**config.mk**
```make
export PLATFORM = sky130hd
export DESIGN_NAME = bpn_divider
export DESIGN_NICKNAME = d
export VERILOG_FILES = /design/src/bpn_pkg.sv /design/src/bpn_divider.sv
export SDC_FILE = /design/constraint.sdc
export NUM_CORES = 1
export LEC_CHECK = 0
export ABC_CLOCK_PERIOD_IN_PS = 2600
export BUFFER_PORTS_ARGS = -buffer_cell sky130_fd_sc_hd__buf_4
export CORE_MARGIN = 4
export CORE_UTILIZATION = 53
export DETAILED_ROUTE_END_ITERATION = 6
export PLACE_DENSITY = 0.74
export SYNTH_ARGS = -nofsm -noshare
export SYNTH_HDL_FRONTEND = slang
export SYNTH_SLANG_ARGS = --single-unit
```
**constraint.sdc**
```tcl
create_clock -name clock -period 2.6 [get_ports clock]
set_input_delay 0.26 -clock clock [delete_from_list [all_inputs] [get_ports clock]]
set_output_delay 0.26 -clock clock [all_outputs]
set_load 0.01 [all_outputs]
```
**src/bpn_pkg.sv**
```systemverilog
// ----------------------------------------------------------------------------
// bpn_pkg
// Shared constants, types and helpers of the block peak normalizer.
// ----------------------------------------------------------------------------
package bpn_pkg;

   localparam int BLOCK_SIZE     = 1024;
   localparam int POS_WIDTH      = $clog2(BLOCK_SIZE);
   localparam int ADDR_WIDTH     = POS_WIDTH + 1;
   localparam int STORE_DEPTH    = 2 ** ADDR_WIDTH;
   localparam int SAMPLE_WIDTH   = 16;
   localparam int PEAK_WIDTH     = 16;
   localparam int QUOT_WIDTH     = 16;
   localparam int SCALED_WIDTH   = 17;
   localparam int REM_WIDTH      = 17;
   localparam int DIV_STEPS      = QUOT_WIDTH;
   localparam int STEP_CNT_WIDTH = $clog2(DIV_STEPS + 1);
   localparam int REQ_DATA_WIDTH = 16;
   localparam int RSP_DATA_WIDTH = 40;

   localparam logic [POS_WIDTH-1:0]    LAST_POS   = POS_WIDTH'(BLOCK_SIZE - 1);
   localparam logic [SCALED_WIDTH-1:0] FULL_SCALE = SCALED_WIDTH'(32768);

   typedef struct packed {
      logic                    start;
      logic [PEAK_WIDTH-1:0]   magnitude;
      logic [PEAK_WIDTH-1:0]   divisor;
   } div_req_type;

   typedef struct packed {
      logic                    done;
      logic [QUOT_WIDTH-1:0]   quotient;
   } div_rsp_type;

   // |x| of a signed sample, the most negative value gives 32768
   function automatic logic [PEAK_WIDTH-1:0] magnitude(input logic [SAMPLE_WIDTH-1:0] raw);
      logic [PEAK_WIDTH-1:0] mag;
      if (raw[SAMPLE_WIDTH-1]) begin
         mag = PEAK_WIDTH'(-raw);
      end else begin
         mag = PEAK_WIDTH'(raw);
      end
      return mag;
   endfunction

endpackage

```
**src/bpn_divider.sv**
```systemverilog
// ----------------------------------------------------------------------------
// bpn_divider
// Restoring divider, one quotient bit per cycle: floor(magnitude * 2^15 / divisor)
// for magnitude no larger than divisor.
// ----------------------------------------------------------------------------
module bpn_divider (
   input  logic                 clock,
   input  logic                 reset,
   input  bpn_pkg::div_req_type div_req,
   output bpn_pkg::div_rsp_type div_rsp
);

   logic [bpn_pkg::REM_WIDTH-1:0]      rem_ff, rem_in;
   logic [bpn_pkg::QUOT_WIDTH-1:0]     quot_ff, quot_in;
   logic [bpn_pkg::STEP_CNT_WIDTH-1:0] cnt_ff, cnt_in;
   logic [bpn_pkg::PEAK_WIDTH-1:0]     divisor_ff, divisor_in;
   logic                               done_ff, done_in;
   logic [bpn_pkg::REM_WIDTH-1:0]      diff;
   logic                               take;

   assign diff = rem_ff - bpn_pkg::REM_WIDTH'(divisor_ff);
   assign take = rem_ff >= bpn_pkg::REM_WIDTH'(divisor_ff);

   always_comb begin
      rem_in     = rem_ff;
      quot_in    = quot_ff;
      cnt_in     = cnt_ff;
      divisor_in = divisor_ff;
      done_in    = 1'b0;
      if (div_req.start) begin
         rem_in     = bpn_pkg::REM_WIDTH'(div_req.magnitude);
         quot_in    = '0;
         cnt_in     = bpn_pkg::STEP_CNT_WIDTH'(bpn_pkg::DIV_STEPS);
         divisor_in = div_req.divisor;
      end else if (cnt_ff != '0) begin
         if (take) begin
            rem_in = {diff[bpn_pkg::REM_WIDTH-2:0], 1'b0};
         end else begin
            rem_in = {rem_ff[bpn_pkg::REM_WIDTH-2:0], 1'b0};
         end
         quot_in = {quot_ff[bpn_pkg::QUOT_WIDTH-2:0], take};
         cnt_in  = cnt_ff - 1'b1;
         done_in = (cnt_ff == bpn_pkg::STEP_CNT_WIDTH'(1));
      end
   end

   always_ff @(posedge clock) begin
      if (reset) begin
         cnt_ff  <= '0;
         done_ff <= 1'b0;
      end else begin
         cnt_ff  <= cnt_in;
         done_ff <= done_in;
      end
      rem_ff     <= rem_in;
      quot_ff    <= quot_in;
      divisor_ff <= divisor_in;
   end

   assign div_rsp.done     = done_ff;
   assign div_rsp.quotient = quot_ff;

endmodule
```
==> flow_summary_export.csv, run 1 <==
group,metric,value,unit
timing,fmax,389,MHz
timing,fin_setup_tns,0,ns
clocking,cts_max_path_buffers,2,
timing,fin_ws,0.0280,ns
routing,ant_nets,0,
cells_and_area,design_area,0.00395,mm²
routing,drtIter0Drc,257,
logic_synthesis,syn_avg_cell_area,9.28,µm²
timing,setup_viol,0,
timing,finClkSkew,0.0108,ns
critical_path,crit_path_start_kind,"flop",
logic_synthesis,synth_ff_type,"edfxtp_1",
critical_path,cp_max_fo,6,
placement,pre_cts_ws,-0.151,ns
routing,drc,0,
critical_path,critPathMostFrequentCell,"a211o_1",
clocking,cts_sinks,55,
timing,maxSlewHeadroom,0.597,
floorplanning,ios,52,
routing,routed_via_density,5.87,
critical_path,crit_path_end_kind,"flop",
timing,holdWs,0.0984,ns
floorplanning,rows,27,
power_and_ir_drop,leakagePower,0.00161,µW
logic_synthesis,netlist_area,0.00317,mm²
clocking,cts_made_buffers,5,
logic_synthesis,synth_nets,397,
outcome,status,"completed",
critical_path,cpPeakStageDelay,0.46,ns
timing,slew_viol_final,0,
logic_synthesis,synth_edf_count,32,
global_routing,antenna_found_initial,0,
global_routing,grtUsageTotal,0.219,
floorplanning,dieArea,0.00729,mm²
critical_path,slowest_stage,"edfxtp_1",
critical_path,path_cells,"ha_4 -> nand2b_4 -> a211o_1 -> a21o_1 -> a211o_1 -> buf_4 -> a31oi_1 -> a2bb2oi_1",
cells_and_area,multi_input_area,0.00164,mm²
floorplanning,core,0.00564,mm²
clocking,clockRootBuffer,"clkbuf_8",
routing,routed-via-count,2854,
cells_and_area,nFillCells,446,
clocking,clk_latency,0.33,ns
timing,hold_viol,0,
placement,hpwlAfterDp,5.67,mm
placement,gp_congestion,0.954,
timing,period_minus_slack,2.57,ns
cells_and_area,seq_area,0.00142,mm²
critical_path,cp.arrival,2.65,ns
logic_synthesis,synth_largest_area_cell,"edfxtp_1",
floorplanning,die_h,85.4,µm
floorplanning,start_util,0.563,
routing,wl_per_cell,16.3,µm
cells_and_area,drive_gt1_frac,0.271,
routing,firstDrtPassIters,5,
logic_synthesis,syn_inst,342,
flow_run,drv_cap,0,
placement,post_dp_cell_area,0.00374,mm²
critical_path,critical-path-top-delay-family,"compound AO/OA/AOI/OAI gates",
timing,worstMarginPinSlew,0.603,ns
logic_synthesis,ys_warn_count,0,
logic_synthesis,synth_area_leaders,"edfxtp_1 (30%), dfxtp_1 (15%), ha_1 (7.5%)",
clocking,clkSlewWorstSetupHoldPaths,0.11,ns
power_and_ir_drop,power_density,1030,mW/mm²
clocking,cts_tree,"done",
critical_path,crit_start,"rem_ff[1]",
logic_synthesis,async_flop_share,0,
floorplanning,chipWidth,85.4,µm
critical_path,crit_buf_inv,1,
logic_synthesis,ys_seq_elements,55,
critical_path,required,2.68,ns
clocking,holdBufCountCts,0,
hold_path,min_from,"div_req[3]",
critical_path,worstSetupPathType,"flop to flop",
cells_and_area,finish.net_count,468,
cells_and_area,n_antenna_cell,0,
logic_synthesis,yosysTopAreaCellShare,0.303,
power_and_ir_drop,max-vdd-ir-drop,0.583,mV
routing,drt-total-wl,7.92,mm
global_routing,grt_pass1_wl,12.8,mm
global_routing,grt_max_degree,54,
clocking,htreeDepth,2,
placement,portBuffers,51,
critical_path,reg2reg_from,"rem_ff[1]",
cells_and_area,area_delta_synth_final,24.5,%
global_routing,grt_pass1_vias,2724,
logic_synthesis,yosysSeqAreaShare,0.448,
hold_path,hp-class,"primary input to flop",
global_routing,gr-total-overflow,0,
timing,fin_crit_sh,0.989,
logic_synthesis,ys_types,50,
[path summary, 6_finish.rpt]
path / end / slack [ns] / cells after the start
worst max-delay path: rem_ff[9] / 0.03 / 8
worst min-delay path: divisor_ff[3] / 0.1 / 1
worst max register to register: rem_ff[9] / 0.03 / 8
worst min register to register: quot_ff[15] / 0.47 / 2
[per-layer routing]
metal	global-route usage	wire, µm	up-vias
li1	-	-	1388
met1	0.303	3460	1346
met2	0.334	3660	106
met3	0.0592	661	14
met4	0.0705	140	0
met5	0	0	-
[final cells by class]
cell class,instances,share of cell area
Clock buffer,5,0.0174
Clock inverter,3,0.00697
Inverter,25,0.0237
Multi-Input combinational cell,245,0.415
Sequential cell,55,0.360
Tap cell,72,0.0228
Timing Repair Buffer,81,0.154
[Yosys cell counts, types with 3 or more instances]
cell type / number
nor2_1: 22
o211ai_1: 3
xnor2_1: 10
nand2b_1: 3
o21ai_0: 18
a21o_1: 4
a31oi_1: 10
nor3_1: 6
o31ai_1: 3
a211oi_1: 7
o311ai_0: 3
xor2_1: 3
nor4_1: 6
and2_1: 4
dfxtp_1: 23
ha_1: 19
buf_4: 5
edfxtp_1: 32
nand2_1: 51
a21oi_1: 34
nand3_1: 8
clkbuf_1: 9
inv_1: 25
[where the power goes]
part           total [µW]  switching, µW  leakage (µW)  internal (µW)
Combinational        2290           1310       0.00106            988
Sequential           1270            120      0.000508           1150
Clock                 526            325     0.0000467            201
Total                4090           1750       0.00161           2340
[worst reg2reg max path, stage by stage, from the launching register on]
cell and delay (ns):
edfxtp_1 0.46, ha_4 0.32, nand2b_4 0.06, a211o_1 0.32
a21o_1 0.20, a211o_1 0.39, buf_4 0.20, a31oi_1 0.26
a2bb2oi_1 0.11
[registers in the layout, summed over array words and instances, names as in the netlist]
signal / count
quot_ff: 16
divisor_ff: 16
done_ff: 1
rem_ff: 17
cnt_ff: 5
[layout by cell type (no fill, tap or decap), types with 5 or more instances in the layout]
cell type	count
buf_4	81
nand2_1	50
a21oi_1	33
edfxtp_1	32
inv_1	25
dfxtp_1	23
nor2_1	22
ha_1	17
o21ai_0	16
xnor2_1	10
a31oi_1	10
nand3_1	8
nor3_1	6
nor4_1	6
a211oi_1	5
clkbuf_8	5
[cell families (layout without fill, tap and decap cells)]
group / after synthesis / count (layout) / share of synthesized area
xor+xnor: 13 / 13 / 0.0359
buf+inv: 42 / 114 / 0.0583
flops: 55 / 55 / 0.448
simple gates: 110 / 110 / 0.162
compound gates: 102 / 102 / 0.215
fa+ha+maj: 20 / 20 / 0.0812
[stage by stage]
step,cells,util,total power (µW)
6_report,486,0.700,4090
5_1_grt,486,0.700,4380
4_1_cts,480,0.682,3940
3_5_place_dp,472,0.662,3380
3_3_place_gp,472,0.662,3350
2_1_floorplan,342,-,2750
[repair_timing]
action | CTS | global route
resized for setup | 4 | 11
buffers inserted | 0 | 6
pin swaps | 0 | 9
endpoints found under the setup margin | 5 | 15
No activity file was read; power rests on OpenSTA's default activity.
==> inputs of run 2 (changes only) <==
- GPL_TIMING_DRIVEN: default -> 0
==> run 2 against run 1 <==
Worst hold slack better by 0.012 ns. First-iteration DRC count is 3.5% lower. Combinational power is 3% higher. Final area is 0.19% lower. Critical path type unchanged. Largest cell class unchanged. Largest power group unchanged.
==> flow_summary_export.csv, run 2 (synthesis results as in run 1) <==
group,metric,value,unit
outcome,status,"completed",
cells_and_area,top_regs,"rem_ff x17, divisor_ff x16, quot_ff x16",
timing,finClkSkew,0.0114,ns
critical_path,reg2reg_to,"rem_ff[7]",
routing,firstDrtPassIters,5,
cells_and_area,finish.net_count,463,
timing,fin_ws,0.0455,ns
hold_path,min_to,"divisor_ff[3]",
critical_path,crit_start,"rem_ff[14]",
timing,fin_crit_sh,0.982,
critical_path,slowest_stage,"edfxtp_1",
global_routing,grt_pass1_wl,13.1,mm
global_routing,grt_max_degree,19,
floorplanning,die_h,85.4,µm
timing,worstMarginPinSlew,0.780,ns
cells_and_area,n_antenna_cell,0,
cells_and_area,largest_reg_flops,17,
placement,portBuffers,51,
global_routing,gr-total-overflow,0,
placement,hpwlAfterDp,5.89,mm
clocking,cts_sinks,55,
critical_path,required,2.68,ns
cells_and_area,final_util,0.699,
critical_path,r2r_slack,0.05,ns
floorplanning,start_util,0.563,
power_and_ir_drop,max-vdd-ir-drop,0.641,mV
clocking,cts_tree,"done",
critical_path,reg2reg_depth,8,
clocking,cts_made_buffers,5,
power_and_ir_drop,leakagePower,0.00156,µW
timing,maxSlewHeadroom,0.479,
clocking,htreeDepth,2,
hold_path,min_from,"div_req[3]",
floorplanning,chipWidth,85.4,µm
power_and_ir_drop,power_density,1060,mW/mm²
clocking,cts_max_path_buffers,2,
global_routing,grtUsageTotal,0.226,
critical_path,crit_path_start_kind,"flop",
floorplanning,ios,52,
timing,period_minus_slack,2.55,ns
critical_path,worstSetupPathType,"flop to flop",
cells_and_area,drive_gt1_frac,0.247,
cells_and_area,nFillCells,447,
timing,slew_viol_final,0,
hold_path,hp-class,"primary input to flop",
timing,holdWs,0.110,ns
routing,drtIter0Drc,248,
flow_run,drv_cap,0,
critical_path,crit_path_end_kind,"flop",
floorplanning,core,0.00564,mm²
cells_and_area,seq_area,0.00142,mm²
critical_path,cp_max_fo,9,
routing,ant_nets,0,
critical_path,critPathMostFrequentCell,"buf_4",
global_routing,grt_pass1_vias,2788,
critical_path,crit_buf_inv,2,
routing,drc,0,
routing,routed-via-count,2887,
critical_path,critical-path-top-delay-family,"compound AO/OA/AOI/OAI gates",
cells_and_area,multi_input_area,0.00171,mm²
critical_path,path_cells,"ha_1 -> buf_4 -> a21o_1 -> a211oi_4 -> o31a_1 -> buf_4 -> nand2_2 -> a221o_1",
global_routing,antenna_found_initial,0,
cells_and_area,top_register,"rem_ff",
cells_and_area,layout_commonest_cell,"buf_4",
timing,setup_viol,0,
placement,place_inst,465,
timing,fmax,391,MHz
hold_path,min_path_cells,1,
clocking,clockRootBuffer,"clkbuf_8",
cells_and_area,finalNonFillerCells,481,
clocking,clkSlewWorstSetupHoldPaths,0.11,ns
critical_path,cpPeakStageDelay,0.42,ns
placement,pre_cts_ws,-0.0944,ns
routing,drt-total-wl,8.45,mm
cells_and_area,area_delta_synth_final,24.2,%
timing,fin_setup_tns,0,ns
placement,gp_congestion,0.910,
critical_path,reg2reg_from,"rem_ff[14]",
clocking,clk_latency,0.32,ns
cells_and_area,layout_common_cells,"buf_4 (64), nand2_1 (50), a21oi_1 (33)",
timing,hold_viol,0,
floorplanning,dieArea,0.00729,mm²
routing,wl_per_cell,17.6,µm
critical_path,cp.arrival,2.64,ns
routing,routed_via_density,6.00,
floorplanning,rows,27,
==> run 2: changes by cell type in the layout (fill, tap and decap cells not counted), moves of 2 or more <==
| cell | before | now |
|---|---|---|
| ha_2 | 0 | 2 |
| a211oi_4 | 0 | 2 |
| ha_1 | 17 | 13 |
| clkbuf_1 | 0 | 10 |
| buf_4 | 81 | 64 |
| a211oi_2 | 3 | 1 |
| ha_4 | 2 | 4 |
| buf_6 | 0 | 2 |
==> run 2: worst max-delay path by stage <==
| stage | end | slack, ns | cells past startpoint |
|---|---|---|---|
| 5_1_grt | rem_ff[15] | -0.03 | 8 |
| 3_3_place_gp | rem_ff[10] | -0.05 | 7 |
| 6_report | rem_ff[7] | 0.05 | 8 |
| 2_1_floorplan | rem_ff[7] | 0.31 | 7 |
| 3_5_place_dp | rem_ff[10] | -0.09 | 7 |
| 4_1_cts | rem_ff[15] | 0.002 | 8 |
==> run 2: area by class of cell <==
class,instances,share of cell area
well taps,72,0.0228
multi-input cells,245,0.433
inverters,25,0.0238
clock inverters,2,0.00444
clock buffers,6,0.0184
plain buffers,17,0.0247
repair buffers,59,0.112
flip-flops and latches,55,0.360
==> run 2: repair_timing <==
item	CTS	global route
pin swaps	1	9
buffers inserted	0	8
setup endpoints to repair	3	15
hold buffers	0	0
resized for setup	5	25
==> run 2: report_power, final <==
group          internal, µW  leakage [µW]  switching [µW]
Sequential             1150      0.000508             140
Combinational           984       0.00101            1390
Clock                   197     0.0000458             306
Total                  2330       0.00156            1830
==> run 2: routing by layer <==
layer  global-route usage  share of wire
met1                0.302           0.44
met2                0.367           0.47
met3               0.0437          0.065
met4               0.0763          0.017
met5                    0              0
==> run 2: metrics by stage <==
| stage | power (µW) | instance area [µm²] |
|---|---|---|
| after floorplan | 2750 | 3170 |
| after global placement | 3220 | 3650 |
| after detailed placement | 3250 | 3650 |
| after CTS | 3790 | 3760 |
| after global routing | 4410 | 3940 |
| final | 4160 | 3940 |
==> inputs of run 3 (changes only) <==
--- a/config.mk
+++ b/config.mk
@@ -6,4 +6,5 @@
 export NUM_CORES = 1
 export LEC_CHECK = 0
+export ABC_AREA = 1
 export ABC_CLOCK_PERIOD_IN_PS = 2600
 export BUFFER_PORTS_ARGS = -buffer_cell sky130_fd_sc_hd__buf_4
@@ -12,5 +13,5 @@
 export DETAILED_ROUTE_END_ITERATION = 6
 export GPL_TIMING_DRIVEN = 0
-export PLACE_DENSITY = 0.74
+export PLACE_DENSITY = 0.73
 export SYNTH_ARGS = -nofsm -noshare
 export SYNTH_HDL_FRONTEND = slang
==> constraint.sdc (replaced) <==
create_clock -name clock -period 2.6 [get_ports clock]
set_input_delay 0.52 -clock clock [delete_from_list [all_inputs] [get_ports clock]]
set_output_delay 0.52 -clock clock [all_outputs]
set_load 0.01 [all_outputs]
==> run 3 against run 2 <==
Final cell count increased by 16%. Sequential share of layout area increased by 0.60 points. Synthesized cell count increased by 24%. Global-route usage decreased by 1.9 points. Via count decreased by 3.8%. Register-to-register slack improved by 0.25 ns. Worst setup slack improved by 0.24 ns. Combinational power decreased by 8%. Non-clock buffer count decreased by 15. Maximum frequency increased by 11%. Area after synthesis increased by 3.9%. Largest cell class unchanged.
==> flow_summary_export.csv, run 3 <==
group,metric,value,unit
global_routing,grt_pass1_vias,2773,
timing,slew_viol_final,0,
logic_synthesis,synth_largest_area_cell,"edfxtp_1",
logic_synthesis,synth_area_leaders,"edfxtp_1 (29%), nand2_1 (14%), dfxtp_1 (14%)",
global_routing,grtUsageTotal,0.207,
logic_synthesis,netlist_top_cells_count,"nand2_1 (125), inv_1 (73), edfxtp_1 (32)",
routing,routed-via-count,2776,
cells_and_area,top_regs,"rem_ff x17, divisor_ff x16, quot_ff x16",
outcome,status,"completed",
cells_and_area,layout_commonest_cell,"nand2_1",
critical_path,reg2reg_to,"rem_ff[15]",
floorplanning,die_h,86.9,µm
critical_path,required,2.55,ns
timing,fin_setup_tns,0,ns
timing,finClkSkew,0.00596,ns
logic_synthesis,ys_warn_count,0,
cells_and_area,design_area,0.00388,mm²
timing,rsz0062_at_grt,"false",
clocking,clockRootBuffer,"clkbuf_8",
floorplanning,dieArea,0.00755,mm²
clocking,clk_latency,0.31,ns
floorplanning,chipWidth,86.9,µm
hold_path,hp-class,"primary input to flop",
cells_and_area,drive_gt1_frac,0.185,
cells_and_area,finish.net_count,536,
timing,hold_viol,0,
placement,portBuffers,51,
clocking,cts_tree,"done",
cells_and_area,n_antenna_cell,0,
placement,hpwlAfterDp,5.62,mm
timing,fmax,433,MHz
logic_synthesis,ys_types,31,
timing,period_minus_slack,2.31,ns
floorplanning,core,0.00599,mm²
cells_and_area,area_delta_synth_final,17.6,%
logic_synthesis,yosysSeqAreaShare,0.431,
floorplanning,rows,28,
timing,maxSlewHeadroom,0.602,
clocking,cts_setup_buffers,0,
routing,drc,0,
critical_path,crit_path_start_kind,"primary input",
logic_synthesis,synth.most_common_cell,"nand2_1",
logic_synthesis,syn_avg_cell_area,7.80,µm²
timing,setup_viol,0,
routing,firstDrtPassIters,4,
timing,holdWs,0.378,ns
power_and_ir_drop,totalPowerFinal,3960,µW
cells_and_area,top_register,"rem_ff",
critical_path,cp-endpoint,"rem_ff[9]",
routing,wl_per_cell,13.3,µm
critical_path,cp.arrival,2.26,ns
placement,post_dp_cell_area,0.00378,mm²
clocking,holdBufCountCts,0,
floorplanning,start_util,0.551,
cells_and_area,layout_common_cells,"nand2_1 (125), inv_1 (73), buf_4 (53)",
cells_and_area,nFillCells,552,
global_routing,antenna_found_initial,0,
logic_synthesis,yosysTopAreaCellShare,0.291,
critical_path,r2r_slack,0.30,ns
logic_synthesis,ys_seq_elements,55,
logic_synthesis,synth_edf_count,32,
flow_run,drv_cap,0,
power_and_ir_drop,leakagePower,0.00191,µW
critical_path,crit_path_end_kind,"flop",
clocking,htreeDepth,2,
logic_synthesis,netlist_area,0.00330,mm²
routing,drt-total-wl,7.40,mm
logic_synthesis,synth_ff_type,"edfxtp_1",
clocking,cts_max_path_buffers,2,
power_and_ir_drop,max-vdd-ir-drop,0.541,mV
clocking,cts_made_buffers,5,
clocking,cts_sinks,55,
clocking,cts_resized,0,
routing,routed_via_density,4.98,
global_routing,gr-total-overflow,0,
routing,drtIter0Drc,175,
routing,ant_nets,0,
logic_synthesis,async_flop_share,0,
logic_synthesis,syn_inst,423,
critical_path,worstSetupPathType,"primary input to flop",
clocking,clkSlewWorstSetupHoldPaths,0.10,ns
critical_path,reg2reg_from,"rem_ff[0]",
critical_path,reg2reg_depth,14,
global_routing,grt_max_degree,26,
floorplanning,ios,52,
cells_and_area,largest_reg_flops,17,
logic_synthesis,synth_nets,478,
critical_path,crit_start,"div_req[32]",
timing,worstMarginPinSlew,0.597,ns
critical_path,cp_max_fo,25,
global_routing,grt_pass1_wl,12.3,mm
timing,fin_crit_sh,0.889,
power_and_ir_drop,power_density,1020,mW/mm²
placement,gp_congestion,0.896,
==> run 3: cell count changes after synthesis, moves of 5 or more <==
cell / before / now
nand3_2: 0 / 7
nand2_1: 51 / 125
o21ai_0: 18 / 5
o22ai_1: 0 / 15
clkbuf_1: 9 / 1
a31oi_1: 10 / 0
nor2_2: 1 / 7
a21oi_1: 34 / 13
a211oi_1: 7 / 0
o21ai_1: 0 / 5
inv_1: 25 / 73
nor4_1: 6 / 0
nand3b_1: 0 / 10
nand3_1: 8 / 28
==> run 3: worst min-delay path by stage <==
stage                           start             end  cells after the start
after global placement    quot_ff[15]     quot_ff[15]                      2
after global routing      div_req[14]  divisor_ff[14]                      1
after CTS                  div_req[1]   divisor_ff[1]                      1
final                      div_req[2]   divisor_ff[2]                      1
after detailed placement   quot_ff[4]      quot_ff[4]                      2
after floorplan             cnt_ff[0]       cnt_ff[0]                      1
==> run 3: worst max-delay path: stages <==
cell	delay, ns
buf_4	0.25
buf_2	0.31
clkinv_1	0.34
nand2_1	0.30
buf_2	0.53
==> run 3: cell families (layout without fill, tap and decap cells) <==
kind of cell    count (synthesis)  count (layout)  share of synthesized area
fa+ha+maj                      20              20                     0.0781
buf+inv                        86             145                      0.107
simple gates                  212             212                      0.290
xor+xnor                       10              10                     0.0265
flops                          55              55                      0.431
compound gates                 40              40                     0.0679
==> run 3: layout make-up <==
| class | count | area, µm² | share of cell area |
|---|---|---|---|
| clock inverters | 2 | 20.0 | 0.00516 |
| well taps | 75 | 93.8 | 0.0242 |
| repair buffers | 51 | 383 | 0.0987 |
| flip-flops and latches | 55 | 1420 | 0.366 |
| multi-input cells | 282 | 1530 | 0.394 |
| inverters | 76 | 285 | 0.0735 |
| clock buffers | 6 | 82.6 | 0.0213 |
| plain buffers | 10 | 66.3 | 0.0171 |
==> run 3: per-layer routing <==
metal	GRT usage	share of wire	up-vias	wire [µm]
met1	0.263	0.45	1249	3310
met5	0	0	-	0
met4	0.0552	0.0069	0	51
met2	0.353	0.49	58	3620
li1	-	-	1465	-
met3	0.0473	0.057	4	425
==> run 3: power breakdown <==
part / internal (µW) / leakage (µW) / switching, µW
clock network: 225 / 0.0000533 / 299
registers: 1150 / 0.000511 / 102
logic: 853 / 0.00135 / 1330
total: 2230 / 0.00191 / 1730
==> run 3: metrics by stage <==
step                setup slack [ns]  utilization  cells
detailed placement           -0.0485        0.630    549
global placement             -0.0287        0.630    549
global route                  0.0642        0.647    557
CTS                            0.282        0.647    557
finish                         0.289        0.647    557
floorplan                      0.615            -    423
